**config.mk**
```make
export PLATFORM = sky130hd
export DESIGN_NAME = apdu_frame_lrc_exchange_top
export DESIGN_NICKNAME = d
export VERILOG_FILES = /design/src/rtl/apdu_lrc_pkg.sv /design/src/rtl/apdu_lrc_core.sv /design/src/rtl/apdu_lrc_ser.sv /design/src/rtl/apdu_frame_lrc_exchange_top.sv
export SDC_FILE = /design/constraint.sdc
export NUM_CORES = 1
export LEC_CHECK = 0
export ABC_CLOCK_PERIOD_IN_PS = 7800
export BUFFER_PORTS_ARGS = -buffer_cell sky130_fd_sc_hd__buf_2
export CAP_MARGIN = 20
export CELL_PAD_IN_SITES_DETAIL_PLACEMENT = 0
export CELL_PAD_IN_SITES_GLOBAL_PLACEMENT = 1
export CORE_MARGIN = 3
export CORE_UTILIZATION = 47
export DETAILED_ROUTE_END_ITERATION = 6
export GPL_ROUTABILITY_DRIVEN = 0
export PLACE_DENSITY_LB_ADDON = 0.1
export SLEW_MARGIN = 25
export SYNTH_ARGS = -nofsm -noshare
export SYNTH_HDL_FRONTEND = slang
export SYNTH_SLANG_ARGS = --single-unit
```
**constraint.sdc**
```tcl
create_clock -name clk -period 7.8 [get_ports clk]
set_clock_uncertainty 0.2 [all_clocks]
set_input_delay 1.17 -clock clk [delete_from_list [all_inputs] [get_ports clk]]
set_output_delay 1.17 -clock clk [all_outputs]
set_load 0.1 [all_outputs]
```
**src/rtl/apdu_lrc_pkg.sv**
```systemverilog
package apdu_lrc_pkg;

	// action codes of an input request
	localparam logic [1:0] ACT_START = 2'd0;
	localparam logic [1:0] ACT_CMD_BYTE = 2'd1;
	localparam logic [1:0] ACT_RX_BYTE = 2'd2;
	localparam logic [1:0] ACT_TICK = 2'd3;

	// result kinds
	localparam logic [1:0] KIND_TX = 2'd0;
	localparam logic [1:0] KIND_RX_DATA = 2'd1;
	localparam logic [1:0] KIND_STATUS = 2'd2;

	// final status codes
	localparam logic [2:0] ST_NONE = 3'd0;
	localparam logic [2:0] ST_OK = 3'd1;
	localparam logic [2:0] ST_OTHER_SW = 3'd2;
	localparam logic [2:0] ST_LRC_ERR = 3'd3;
	localparam logic [2:0] ST_TIMEOUT = 3'd4;
	localparam logic [2:0] ST_OVERFLOW = 3'd5;
	localparam logic [2:0] ST_BUSY = 3'd6;

	localparam logic [7:0] SYNC_BYTE = 8'h55;
	localparam logic [15:0] SW_SUCCESS = 16'h9000;
	localparam logic [15:0] TIMEOUT_RESET = 16'd300;
	localparam int TX_OVERHEAD = 8;
	localparam int RX_OVERHEAD = 6;

	typedef enum logic [2:0] {
		PH_IDLE,
		PH_TXDATA,
		PH_HUNT,
		PH_HEAD,
		PH_RXDATA,
		PH_LRC
	} phase_t;

	typedef struct packed {
		logic [1:0] action;
		logic [31:0] command_header;
		logic [10:0] data_length;
		logic [7:0] byte_value;
	} item_t;

	// all results caused by one request; they share kind, status and status word
	typedef struct packed {
		logic [1:0] kind;
		logic [7:0][7:0] bytes;
		logic [2:0] last_idx;
		logic [2:0] status;
		logic [15:0] sw;
	} burst_t;

endpackage

```
**src/rtl/apdu_lrc_core.sv**
```systemverilog
module apdu_lrc_core #(
	parameter int TX_BUFFER_BYTES = 2048,
	parameter int RX_BUFFER_BYTES = 2048
) (
	input logic clk,
	input logic arst_n,
	input logic go,
	input apdu_lrc_pkg::item_t item,
	input logic [15:0] timeout_ticks,
	output logic res_valid,
	output apdu_lrc_pkg::burst_t res
);
	import apdu_lrc_pkg::*;

	localparam logic [17:0] TX_LIMIT = 18'(TX_BUFFER_BYTES);
	localparam logic [17:0] RX_LIMIT = 18'(RX_BUFFER_BYTES);
	localparam logic [17:0] TX_OVH = 18'(TX_OVERHEAD);
	localparam logic [17:0] RX_OVH = 18'(RX_OVERHEAD);

	phase_t phase_q, phase_d;
	logic [10:0] tx_rem_q, tx_rem_d;
	logic [7:0] acc_q, acc_d;
	logic [2:0] rx_cnt_q, rx_cnt_d;
	logic [15:0] rlen_q, rlen_d;
	logic [15:0] rsw_q, rsw_d;
	logic [15:0] tleft_q, tleft_d;

	logic [7:0] hdr_xor;
	logic [7:0] len_hi;
	logic [15:0] new_rlen;
	logic [17:0] tx_need;
	logic [17:0] rx_need;

	always_ff @(posedge clk or negedge arst_n) begin
		if (!arst_n) begin
			phase_q <= PH_IDLE;
			tx_rem_q <= '0;
			acc_q <= '0;
			rx_cnt_q <= '0;
			rlen_q <= '0;
			rsw_q <= '0;
			tleft_q <= '0;
		end else if (go) begin
			phase_q <= phase_d;
			tx_rem_q <= tx_rem_d;
			acc_q <= acc_d;
			rx_cnt_q <= rx_cnt_d;
			rlen_q <= rlen_d;
			rsw_q <= rsw_d;
			tleft_q <= tleft_d;
		end
	end

	assign len_hi = {5'd0, item.data_length[10:8]};
	assign hdr_xor = item.command_header[31:24] ^ item.command_header[23:16]
		^ item.command_header[15:8] ^ item.command_header[7:0]
		^ len_hi ^ item.data_length[7:0];
	assign tx_need = {7'd0, item.data_length} + TX_OVH;
	assign new_rlen = {rlen_q[15:8], item.byte_value};
	assign rx_need = {2'd0, new_rlen} + RX_OVH;

	always_comb begin
		phase_d = phase_q;
		tx_rem_d = tx_rem_q;
		acc_d = acc_q;
		rx_cnt_d = rx_cnt_q;
		rlen_d = rlen_q;
		rsw_d = rsw_q;
		tleft_d = tleft_q;
		res_valid = 1'b0;
		res.kind = KIND_TX;
		res.bytes = '0;
		res.last_idx = '0;
		res.status = ST_NONE;
		res.sw = '0;

		case (item.action)
			ACT_START: begin
				res_valid = 1'b1;
				if (phase_q != PH_IDLE) begin
					res.kind = KIND_STATUS;
					res.status = ST_BUSY;
				end else if (tx_need > TX_LIMIT) begin
					res.kind = KIND_STATUS;
					res.status = ST_OVERFLOW;
				end else begin
					rsw_d = '0;
					rlen_d = '0;
					rx_cnt_d = '0;
					acc_d = hdr_xor;
					tx_rem_d = item.data_length;
					res.bytes[0] = SYNC_BYTE;
					res.bytes[1] = item.command_header[31:24];
					res.bytes[2] = item.command_header[23:16];
					res.bytes[3] = item.command_header[15:8];
					res.bytes[4] = item.command_header[7:0];
					res.bytes[5] = len_hi;
					res.bytes[6] = item.data_length[7:0];
					// no data to follow: close the frame right away
					if (item.data_length == '0) begin
						res.bytes[7] = ~hdr_xor;
						res.last_idx = 3'd7;
						phase_d = PH_HUNT;
						tleft_d = timeout_ticks;
					end else begin
						res.last_idx = 3'd6;
						phase_d = PH_TXDATA;
					end
				end
			end
			ACT_CMD_BYTE: begin
				if (phase_q == PH_TXDATA) begin
					res_valid = 1'b1;
					acc_d = acc_q ^ item.byte_value;
					tx_rem_d = tx_rem_q - 11'd1;
					res.bytes[0] = item.byte_value;
					if (tx_rem_q == 11'd1) begin
						res.bytes[1] = ~(acc_q ^ item.byte_value);
						res.last_idx = 3'd1;
						phase_d = PH_HUNT;
						tleft_d = timeout_ticks;
					end
				end
			end
			ACT_RX_BYTE: begin
				case (phase_q)
					PH_HUNT: begin
						if (item.byte_value == SYNC_BYTE) begin
							phase_d = PH_HEAD;
							rx_cnt_d = 3'd1;
							acc_d = '0;
						end
					end
					PH_HEAD: begin
						acc_d = acc_q ^ item.byte_value;
						rx_cnt_d = rx_cnt_q + 3'd1;
						if (rx_cnt_q == 3'd1) begin
							rsw_d = {item.byte_value, 8'd0};
						end else if (rx_cnt_q == 3'd2) begin
							rsw_d = {rsw_q[15:8], item.byte_value};
						end else if (rx_cnt_q == 3'd3) begin
							rlen_d = {item.byte_value, 8'd0};
						end else begin
							rlen_d = new_rlen;
							if (rx_need > RX_LIMIT) begin
								res_valid = 1'b1;
								res.kind = KIND_STATUS;
								res.status = ST_OVERFLOW;
								phase_d = PH_IDLE;
							end else if (new_rlen == '0) begin
								phase_d = PH_LRC;
							end else begin
								phase_d = PH_RXDATA;
							end
						end
					end
					PH_RXDATA: begin
						res_valid = 1'b1;
						res.kind = KIND_RX_DATA;
						res.bytes[0] = item.byte_value;
						acc_d = acc_q ^ item.byte_value;
						rlen_d = rlen_q - 16'd1;
						if (rlen_q == 16'd1) begin
							phase_d = PH_LRC;
						end
					end
					PH_LRC: begin
						res_valid = 1'b1;
						res.kind = KIND_STATUS;
						res.sw = rsw_q;
						if (item.byte_value != ~acc_q) begin
							res.status = ST_LRC_ERR;
						end else if (rsw_q == SW_SUCCESS) begin
							res.status = ST_OK;
						end else begin
							res.status = ST_OTHER_SW;
						end
						phase_d = PH_IDLE;
					end
					default: begin
					end
				endcase
			end
			ACT_TICK: begin
				if (phase_q == PH_HUNT) begin
					if (tleft_q != '0) begin
						tleft_d = tleft_q - 16'd1;
					end
					if (tleft_q <= 16'd1) begin
						res_valid = 1'b1;
						res.kind = KIND_STATUS;
						res.status = ST_TIMEOUT;
						phase_d = PH_IDLE;
					end
				end
			end
			default: begin
			end
		endcase
	end

endmodule

```
**src/rtl/apdu_lrc_ser.sv**
```systemverilog
module apdu_lrc_ser (
	input logic clk,
	input logic arst_n,
	input logic load,
	input apdu_lrc_pkg::burst_t burst,
	output logic free,
	output logic out_valid,
	input logic out_stall,
	output logic [1:0] kind,
	output logic [7:0] out_byte,
	output logic last,
	output logic [2:0] status,
	output logic [15:0] status_word
);
	import apdu_lrc_pkg::*;

	burst_t burst_s2;
	logic valid_q;
	logic [2:0] idx_q;
	logic take;

	assign take = valid_q && !out_stall;
	assign last = (idx_q == burst_s2.last_idx);
	assign free = !valid_q || (take && last);

	always_ff @(posedge clk or negedge arst_n) begin
		if (!arst_n) begin
			valid_q <= 1'b0;
			idx_q <= '0;
		end else if (free) begin
			valid_q <= load;
			idx_q <= '0;
		end else if (take) begin
			idx_q <= idx_q + 3'd1;
		end
	end

	always_ff @(posedge clk) begin
		if (free && load) begin
			burst_s2 <= burst;
		end
	end

	assign out_valid = valid_q;
	assign kind = burst_s2.kind;
	assign out_byte = burst_s2.bytes[idx_q];
	assign status = burst_s2.status;
	assign status_word = burst_s2.sw;

endmodule

```
**src/rtl/apdu_frame_lrc_exchange_top.sv**
```systemverilog
// Framed command/reply exchange with a security chip. A start request emits the
// frame head (0x55, CLA, INS, P1, P2, Len1, Len2), each command data request emits
// its byte, and the last one is followed by LRC1; the reply is then hunted for 0x55
// with a tick timeout, its header captured, its data bytes passed on, and LRC2
// checked into one final status. A request is registered on entry and settled
// into a result register that delivers one result per cycle unless out_stall is
// high: requests that cause at most one result flow at one per cycle, an accepted
// start gives seven or eight results and a closing data byte two, in turn at the
// single output port; no-result requests also wait for it. The user must write
// the timeout register through the cfg port while the block is idle; not enforced.
module apdu_frame_lrc_exchange_top #(
	parameter int TX_BUFFER_BYTES = 2048,
	parameter int RX_BUFFER_BYTES = 2048
) (
	input logic clk,
	input logic arst_n,
	input logic in_valid,
	output logic in_stall,
	input logic [1:0] action,
	input logic [31:0] command_header,
	input logic [10:0] data_length,
	input logic [7:0] byte_value,
	output logic out_valid,
	input logic out_stall,
	output logic [1:0] kind,
	output logic [7:0] out_byte,
	output logic last,
	output logic [2:0] status,
	output logic [15:0] status_word,
	input logic cfg_valid,
	output logic cfg_ready,
	input logic [15:0] cfg_data
);
	import apdu_lrc_pkg::*;

	item_t item_s1;
	logic valid_s1;
	logic [15:0] timeout_ticks_q;
	logic free;
	logic go;
	logic res_valid;
	burst_t res;

	assign cfg_ready = 1'b1;

	always_ff @(posedge clk or negedge arst_n) begin
		if (!arst_n) begin
			timeout_ticks_q <= TIMEOUT_RESET;
		end else if (cfg_valid) begin
			timeout_ticks_q <= cfg_data;
		end
	end

	// hold the registered request until the result register can take it
	assign in_stall = valid_s1 && !free;
	assign go = valid_s1 && free;

	always_ff @(posedge clk or negedge arst_n) begin
		if (!arst_n) begin
			valid_s1 <= 1'b0;
		end else if (!in_stall) begin
			valid_s1 <= in_valid;
		end
	end

	always_ff @(posedge clk) begin
		if (in_valid && !in_stall) begin
			item_s1.action <= action;
			item_s1.command_header <= command_header;
			item_s1.data_length <= data_length;
			item_s1.byte_value <= byte_value;
		end
	end

	apdu_lrc_core #(
		.TX_BUFFER_BYTES(TX_BUFFER_BYTES),
		.RX_BUFFER_BYTES(RX_BUFFER_BYTES)
	) u_core (
		.clk(clk),
		.arst_n(arst_n),
		.go(go),
		.item(item_s1),
		.timeout_ticks(timeout_ticks_q),
		.res_valid(res_valid),
		.res(res)
	);

	apdu_lrc_ser u_ser (
		.clk(clk),
		.arst_n(arst_n),
		.load(go && res_valid),
		.burst(res),
		.free(free),
		.out_valid(out_valid),
		.out_stall(out_stall),
		.kind(kind),
		.out_byte(out_byte),
		.last(last),
		.status(status),
		.status_word(status_word)
	);

endmodule

```
==> results of run 1 <==
-- worst min-delay path by stage --
| stage | to | slack [ns] | depth (start not counted) |
|---|---|---|---|
| 2_1_floorplan | u_core.tleft_q[15]$_DFFE_PN0P_ | 0.26 | 2 |
| 3_3_place_gp | u_core.tleft_q[15]$_DFFE_PN0P_ | 0.28 | 2 |
| 3_5_place_dp | u_core.tleft_q[15]$_DFFE_PN0P_ | 0.30 | 2 |
| 4_1_cts | u_core.tleft_q[15]$_DFFE_PN0P_ | 0.31 | 2 |
| 5_1_grt | u_core.tleft_q[11]$_DFFE_PN0P_ | 0.32 | 2 |
| 6_report | u_core.tleft_q[15]$_DFFE_PN0P_ | 0.30 | 2 |
-- metrics by stage --
stage	area, µm²	instances	hold WS [ns]	total power [mW]	util [%]
after floorplan	11740	1061	0.2585	3.132	-
after CTS	13260	1474	0.3086	4.736	54.19
after global placement	12410	1426	0.2826	3.504	50.74
after global routing	13260	1474	0.3211	4.971	54.22
after detailed placement	12420	1426	0.2952	3.520	50.77
final	13260	1474	0.2995	4.702	54.22
-- per-layer routing --
| metal | global-route usage [%] | routed length, µm |
|---|---|---|
| met5 | 0 | 0 |
| met4 | 5.037 | 600 |
| met3 | 2.573 | 1573 |
| met2 | 32.77 | 12850 |
| met1 | 34.10 | 14200 |
-- flip-flops by register name, indices dropped and copies added (netlist names) --
name,cells
u_core.rx_cnt_q,3
valid_s1,1
u_core.phase_q,3
u_core.acc_q,8
u_core.rsw_q,16
u_core.tleft_q,16
u_ser.idx_q,3
u_ser.burst_s2,61
u_ser.kind,2
u_ser.status_word,16
u_ser.out_valid,1
u_core.rlen_q,16
u_core.tx_rem_q,11
u_ser.status,3
item_s1,53
timeout_ticks_q,16
-- kinds of logic (layout without fill, tap and decap cells) --
family / count (synthesis) / count (layout)
xor gates and xnor gates: 44 / 44
buffers and inverters: 124 / 213
muxes: 49 / 49
and+or+nand+nor: 363 / 363
other: 1 / 1
DFF: 229 / 229
AOI/OAI and AO/OA: 232 / 232
adders and majority gates: 19 / 19
-- cells in the final DEF (no fill, tap or decap), drive strengths merged, types with 7 or more instances in the layout --
| cell type | instances |
|---|---|
| nand3 | 11 |
| o22a | 12 |
| a31oi | 18 |
| nor2 | 92 |
| a21oi | 50 |
| mux4 | 11 |
| buf | 118 |
| or3 | 12 |
| nand2 | 66 |
| or4 | 10 |
| o21ai | 65 |
| clkinv | 11 |
| xnor2 | 40 |
| edfxtp | 135 |
| mux2i | 21 |
| nor3 | 34 |
| o211ai | 7 |
| and2 | 51 |
| clkbuf | 35 |
| dfrtp | 90 |
| nand2b | 17 |
| ha | 19 |
| nand4 | 13 |
| nor4 | 17 |
| inv | 47 |
| a22o | 9 |
| o22ai | 7 |
| o2bb2ai | 8 |
| or2 | 14 |
| mux2 | 17 |
| a221oi | 10 |
-- final cells by class --
cell class	instances	share of cell area, %
inverter	47	1.330
timing repair buffer	118	4.745
clock buffer	35	5.472
sequential	229	48.34
tap	324	3.057
clock inverter	13	0.8302
multi-input combinational	708	36.23
-- power by group through the flow --
stage / registers, mW / clock network (mW) / logic [mW]
2_1_floorplan: 1.84 / 0 / 1.29
3_3_place_gp: 1.94 / 0 / 1.56
3_5_place_dp: 1.94 / 0 / 1.58
4_1_cts: 1.92 / 1.23 / 1.58
5_1_grt: 1.97 / 1.28 / 1.72
6_report: 1.93 / 1.20 / 1.58
-- worst register-to-register path: stages (launching register included) --
cell and delay, ns:
edfxtp_1 0.47, inv_1 0.12, ha_1 0.70, nand4_1 0.47
nor2_1 0.43, nand3_1 0.31, a31oi_4 0.21, buf_6 0.58
==> run metrics, run 1 <==
Die Area=26910 µm²; adder-cell share of the synthesized area=2.025%; compound-gate portion of the synthesized area=13.48%; Commonest cells post-synth=135 x edfxtp_1, 91 x nor2_1, 90 x dfrtp_1; pin count of the biggest net entering global routing=83; startpoint types=flip-flop; CP arrival=2.92 ns; share of layout cells above drive strength 1=19.74%; mean post-synth cell area=11.07 µm²; Synth warnings=0; CP max-delay cell=dfrtp_1; H-tree Lvls=1; initial core utilization=48.00%; synth top area cells=edfxtp_1 35%, dfrtp_1 19%, xnor2_1 3.0%; Post-Synth XOR/XNOR Area=3.282%; Cell Pwr Density=354.5 nW/µm²; top cell type by total area after synthesis=edfxtp_1; slew margin rel.=30.28%; worst slack at placement=3.683 ns; Critical Path Max Stage Delay=0.77 ns; CTS tree=yes; Syn Std Cell Area=11740 µm²; sequential fraction of the synthesis area=54.60%; largest family of logic cells by synthesized area=simple AND/OR/NAND/NOR gates; CP Cell Sequence=or3_1 > a211oi_2 > nor2_1 > and2_1 > buf_2; ant diodes=0; kind of critical path=flip-flop to output pin; crit-path max FO=21; first-pass GRT wire length=46040 µm; Post-CTS Resized=0; worst hold start=timeout_ticks_q[15]$_DFFE_PN0P_; Peak VDD IR=0.1845 mV; # rows=57; CTS Sinks=229; Layout area overhead=12.96%; I/O pin count=107; CP Buf/Inv Count=1; ys flop type=edfxtp_1; final worst slack=3.512 ns; critical path required time=6.43 ns; CTS root buffer=clkbuf_16; fin crit share=54.98%; Tightest Hold Check Type=flip-flop to flip-flop; Vert. Die Dim=164.1 µm; Hold Fails Final Rpt=0; cts-stage hold buffer count=0; Setup crit end kind=output pin; post-synthesis mux area share=5.531%; combinational cell fraction of total power=33.5%; Pins Over Slew Limit=0; via count=8306; Unique masters post-synth=75; clk slew on worst S/H paths=0.06 ns; vias in the first global route=8098; core area=24460 µm²; Final setup viols=0; CP Launch Point=u_ser.idx_q[1]$_DFFE_PN0P_; RSZ-0062 raised after global routing=false; TNS Setup=0 ns; WP depth=5; Cells after Synth=1061; clock power share=25.5%; Iter 0 DRT Violations=650; max cap viols=0; delay-heaviest family, CP=simple AND/OR/NAND/NOR gates; clock latency on the worst-skew pair=0.53 ns; Total GRT Usage=21.86%; status=complete, no violations; post-synth top area share=34.53%; Period minus WS final=4.288 ns; Worst Max-Slew Pin Slew=1.046 ns; setup bufs post-CTS=0; Detail Placement HPWL=19790 µm; sw power=1.808 mW; Simple-Gate Fraction of Synth Area=16.22%; vias per cell=5.635; TritonRoute pass-1 iters=5; CTS max path bufs=3; share of power burned in registers=41.0%; Max Freq=233.2 MHz; layout net count=1223; FF-to-FF End=u_ser.status_word[8]$_SDFFCE_PN0P_; Port Buffers=105; # DRC=0; Antenna Violating Nets Remaining=0; total congestion overflow=0; #FFs+latches synth=229; Post-Route WL=29220 µm; Reg2Reg Launch Point=item_s1[51]$_DFFE_PP_; TritonCTS buffer count=26; Leak=5.095 nW; worst-case reg-to-reg path depth=7; switching part of the total=38.44%; wire length per cell=19.82 µm; Die Wd=164.1 µm; Setup crit end=in_stall; cell with the most instances after synthesis=edfxtp_1; Power Internal=2.894 mW; initial antenna violation count=0; asr flop ratio synth=41.05%; Net Count, Synth=1154; R2R Setup Slk=3.85 ns; Post-synth EDFFs=135; Fillers=2154; Reg area=6411 µm²; Multi-input gate area=4805 µm²
Power figures use the tool's default switching activity.
==> inputs of run 2 (changes only) <==
Settings changed: ABC_AREA set to 1, ABC_CLOCK_PERIOD_IN_PS 7800 to 3730, CORE_UTILIZATION 47 to 42.
Clock period 7.8 ns to 3.73 ns, I/O delays scaled along.
==> run metrics, run 2 <==
Pwr Total=10.75 mW (+130%); Peak VDD IR=0.4118 mV (+120%); Final setup viols=0 (unchanged); Synth warnings=0 (unchanged); Cells after Synth=1332 (+26%); cell with the most instances after synthesis=nand2_1; status=complete, no violations; Syn Std Cell Area=11860 µm² (+1.0%); initial core utilization=43.42% (-4.6 points); Worst Max-Slew Pin Slew=0.7917 ns (-0.2542 ns); Layout area overhead=17.33%; CTS root buffer=clkbuf_16; Leak=5.944 nW (+17%); post-synthesis mux area share=0.7593% (-4.8 points); Die Area=30300 µm² (+13%); clk slew on worst S/H paths=0.06 ns (about the same); post-synth top area share=34.17% (-0.36 points); Tightest Hold Check Type=primary input to flip-flop; Commonest cells post-synth=221 x nand2_1, 194 x nor2_1, 148 x inv_1; mean post-synth cell area=8.907 µm² (-20%); Hold Fails Final Rpt=0 (unchanged); Unique masters post-synth=47 (-37%); critical path required time=2.97 ns (-3.46 ns); CP max-delay cell=buf_2; Period minus WS final=3.221 ns; sw power=4.642 mW (+160%); DP Cell Count=1752 (+23%); wire length per cell=16.63 µm (-16%); H-tree Lvls=1 (unchanged); Max Freq=310.5 MHz; ant diodes=0 (unchanged); Post-Route WL=30700 µm (+5.1%); largest family of logic cells by synthesized area=simple AND/OR/NAND/NOR gates; max reg flops=61 (unchanged); Net Count, Synth=1425 (+23%); kind of critical path=flip-flop to output pin; Regs by FF count=u_ser.burst_s2: 61 flops, item_s1: 53 flops; CTS Sinks=229 (unchanged); sequential fraction of the synthesis area=54.04% (-0.56 points); crit-path max FO=29 (+38%); clock latency on the worst-skew pair=0.54 ns (about the same); fin crit share=86.35%; vias per cell=5.072 (-10%); Cell Pwr Density=772.0 nW/µm² (+120%); adder-cell share of the synthesized area=2.004% (-0.021 points); most frequent cells in the layout=221 x nand2_1, 193 x nor2_1, 146 x inv_1; post-route insts no fill=1846 (+25%); share of power burned in registers=36.6% (-4.4 points); TritonCTS buffer count=26 (unchanged); asr flop ratio synth=41.05% (unchanged); startpoint types=flip-flop; vias in the first global route=9265 (+14%); #FFs+latches synth=229 (unchanged); Post-Synth XOR/XNOR Area=3.839% (+0.56 points); # rows=60 (+5.3%); Power Internal=6.104 mW (+110%); ys flop type=edfxtp_1; switching part of the total=43.19% (+4.8 points); commonest non-fill, non-tap cell in the layout=nand2_1; slew margin rel.=47.17% (+17 points); top cell type by total area after synthesis=edfxtp_1; Util after Layout=50.94% (-3.3 points); delay-heaviest family, CP=buffers and inverters; Vert. Die Dim=174.1 µm (+6.1%); CTS max path bufs=3 (unchanged); max cap viols=0 (unchanged); Critical Path Max Stage Delay=0.46 ns (-0.31 ns); Setup crit end kind=output pin; TNS Setup=0 ns (unchanged); Antenna Violating Nets Remaining=0 (unchanged); pin count of the biggest net entering global routing=62 (-25%); Largest Register=u_ser.burst_s2; Die Wd=174.1 µm (+6.1%); I/O pin count=107 (unchanged); TritonRoute pass-1 iters=5 (unchanged); Total GRT Usage=20.23% (-1.6 points); Detail Placement HPWL=22080 µm (+12%); compound-gate portion of the synthesized area=10.32% (-3.2 points); CP arrival=2.46 ns (-0.46 ns); synth top area cells=edfxtp_1 34%, dfrtp_1 19%, nand2_1 7.0%; Fillers=2603 (+21%); clock power share=23.9% (-1.6 points); # DRC=0 (unchanged); Post-CTS Resized=0 (unchanged); Simple-Gate Fraction of Synth Area=20.59% (+4.4 points); core area=27330 µm² (+12%); layout net count=1547 (+26%); Post-synth EDFFs=135 (unchanged); via count=9362 (+13%); initial antenna violation count=0 (unchanged); Pins Over Slew Limit=0 (unchanged); total congestion overflow=0 (unchanged); CTS tree=yes; CP Buf/Inv Count=4 (+3); share of layout cells above drive strength 1=13.98% (-5.8 points); combinational cell fraction of total power=39.6% (+6.1 points); first-pass GRT wire length=49690 µm (+7.9%); CP Cell Sequence=buf_4 > inv_1 > buf_4 > nor2_1 > o22ai_1 > nor2_1 > a31oi_1 > buf_2; Port Buffers=105 (unchanged); Iter 0 DRT Violations=904 (+39%); RSZ-0062 raised after global routing=false
[run 2: cell types whose count changed after synthesis, moves of 34 or more]
cell and delta:
nand3_1 +70, o21ai_0 +67, o21ai_1 +34, and2_1 -51, inv_1 +101, nor2_1 +103, nand2_1 +155
[run 2: metrics by stage]
stage	hold WS [ns]	cell area, µm²	setup slack, ns
after global routing	0.003699	13920	0.2997
after global placement	0.2804	12610	0.7936
after detailed placement	0.2875	12610	0.7170
after floorplan	0.06391	11880	0.1054
final	0.01834	13920	0.5093
after CTS	0.0007557	13910	0.4956
[run 2: metal layers]
layer / track usage (%) / vias to the layer above / routed length (µm)
li1: - / 4626 / -
met1: 30.64 / 4414 / 14910
met2: 31.18 / 276 / 13480
met3: 2.556 / 46 / 1695
met4: 4.323 / 0 / 624
met5: 0 / - / 0
[run 2: what timing repair did]
action | 4_1_cts | 5_1_grt
setup buffers | 0 | 0
hold buffers | 45 | 1
hold endpoints to repair | 73 | 1
[run 2: worst paths after layout]
path                       cells past startpoint                      startpoint  slack, ns                          endpoint
max                                            8      u_ser.idx_q[0]$_DFFE_PN0P_       0.51                       out_byte[2]
min                                            1                   byte_value[4]       0.02              item_s1[4]$_DFFE_PP_
max reg2reg                                   15            item_s1[1]$_DFFE_PP_       0.69  u_ser.burst_s2[52]$_SDFFCE_PP0P_
min reg2reg                                    2  timeout_ticks_q[8]$_DFFE_PN1P_       0.29    timeout_ticks_q[8]$_DFFE_PN1P_
max in group asynchronous                      3                          arst_n       2.28       u_core.acc_q[4]$_DFFE_PN0P_
min in group asynchronous                      2                          arst_n       0.33    timeout_ticks_q[7]$_DFFE_PN0P_
[run 2: cell type report]
class | count | area [µm²] | share of cell area (%)
clock buffers | 35 | 705.7 | 5.070
clock inverters | 13 | 146.4 | 1.052
inverters | 160 | 605.6 | 4.351
multi-input cells | 873 | 4462 | 32.05
flip-flops and latches | 229 | 6411 | 46.06
well taps | 372 | 465.4 | 3.344
repair buffers | 164 | 1124 | 8.072
[run 2: logic make-up after synthesis]
family / count (synthesis)
AND/OR/NAND/NOR: 565
buffers and inverters: 230
flip-flops: 229
AO/OA/AOI/OAI: 228
XOR/XNOR: 52
adder cells (fa/ha/maj): 19
multiplexers: 8
other: 1
[run 2: worst register-to-register path: stages, from the launching register on]
cell and delay, ns:
edfxtp_1 0.48, inv_1 0.13, ha_1 0.23, inv_1 0.05
nand2_1 0.04, nor2_1 0.15, nand2_1 0.08, nand2_1 0.06
nand2_1 0.05, nand2_1 0.06, nand3_1 0.11, nand3_1 0.16
nand2_1 0.07, nand2_1 0.17, clkinvlp_4 0.37, buf_12 0.30
[run 2: power groups by stage]
| stage | sequential [mW] | combinational, mW | clock [mW] |
|---|---|---|---|
| finish | 3.93 | 4.25 | 2.57 |
| detailed placement | 3.97 | 4.22 | 0 |
| global route | 4.01 | 4.75 | 2.72 |
| floorplan | 3.82 | 3.27 | 0 |
| global placement | 3.97 | 4.22 | 0 |
| CTS | 3.92 | 4.28 | 2.63 |
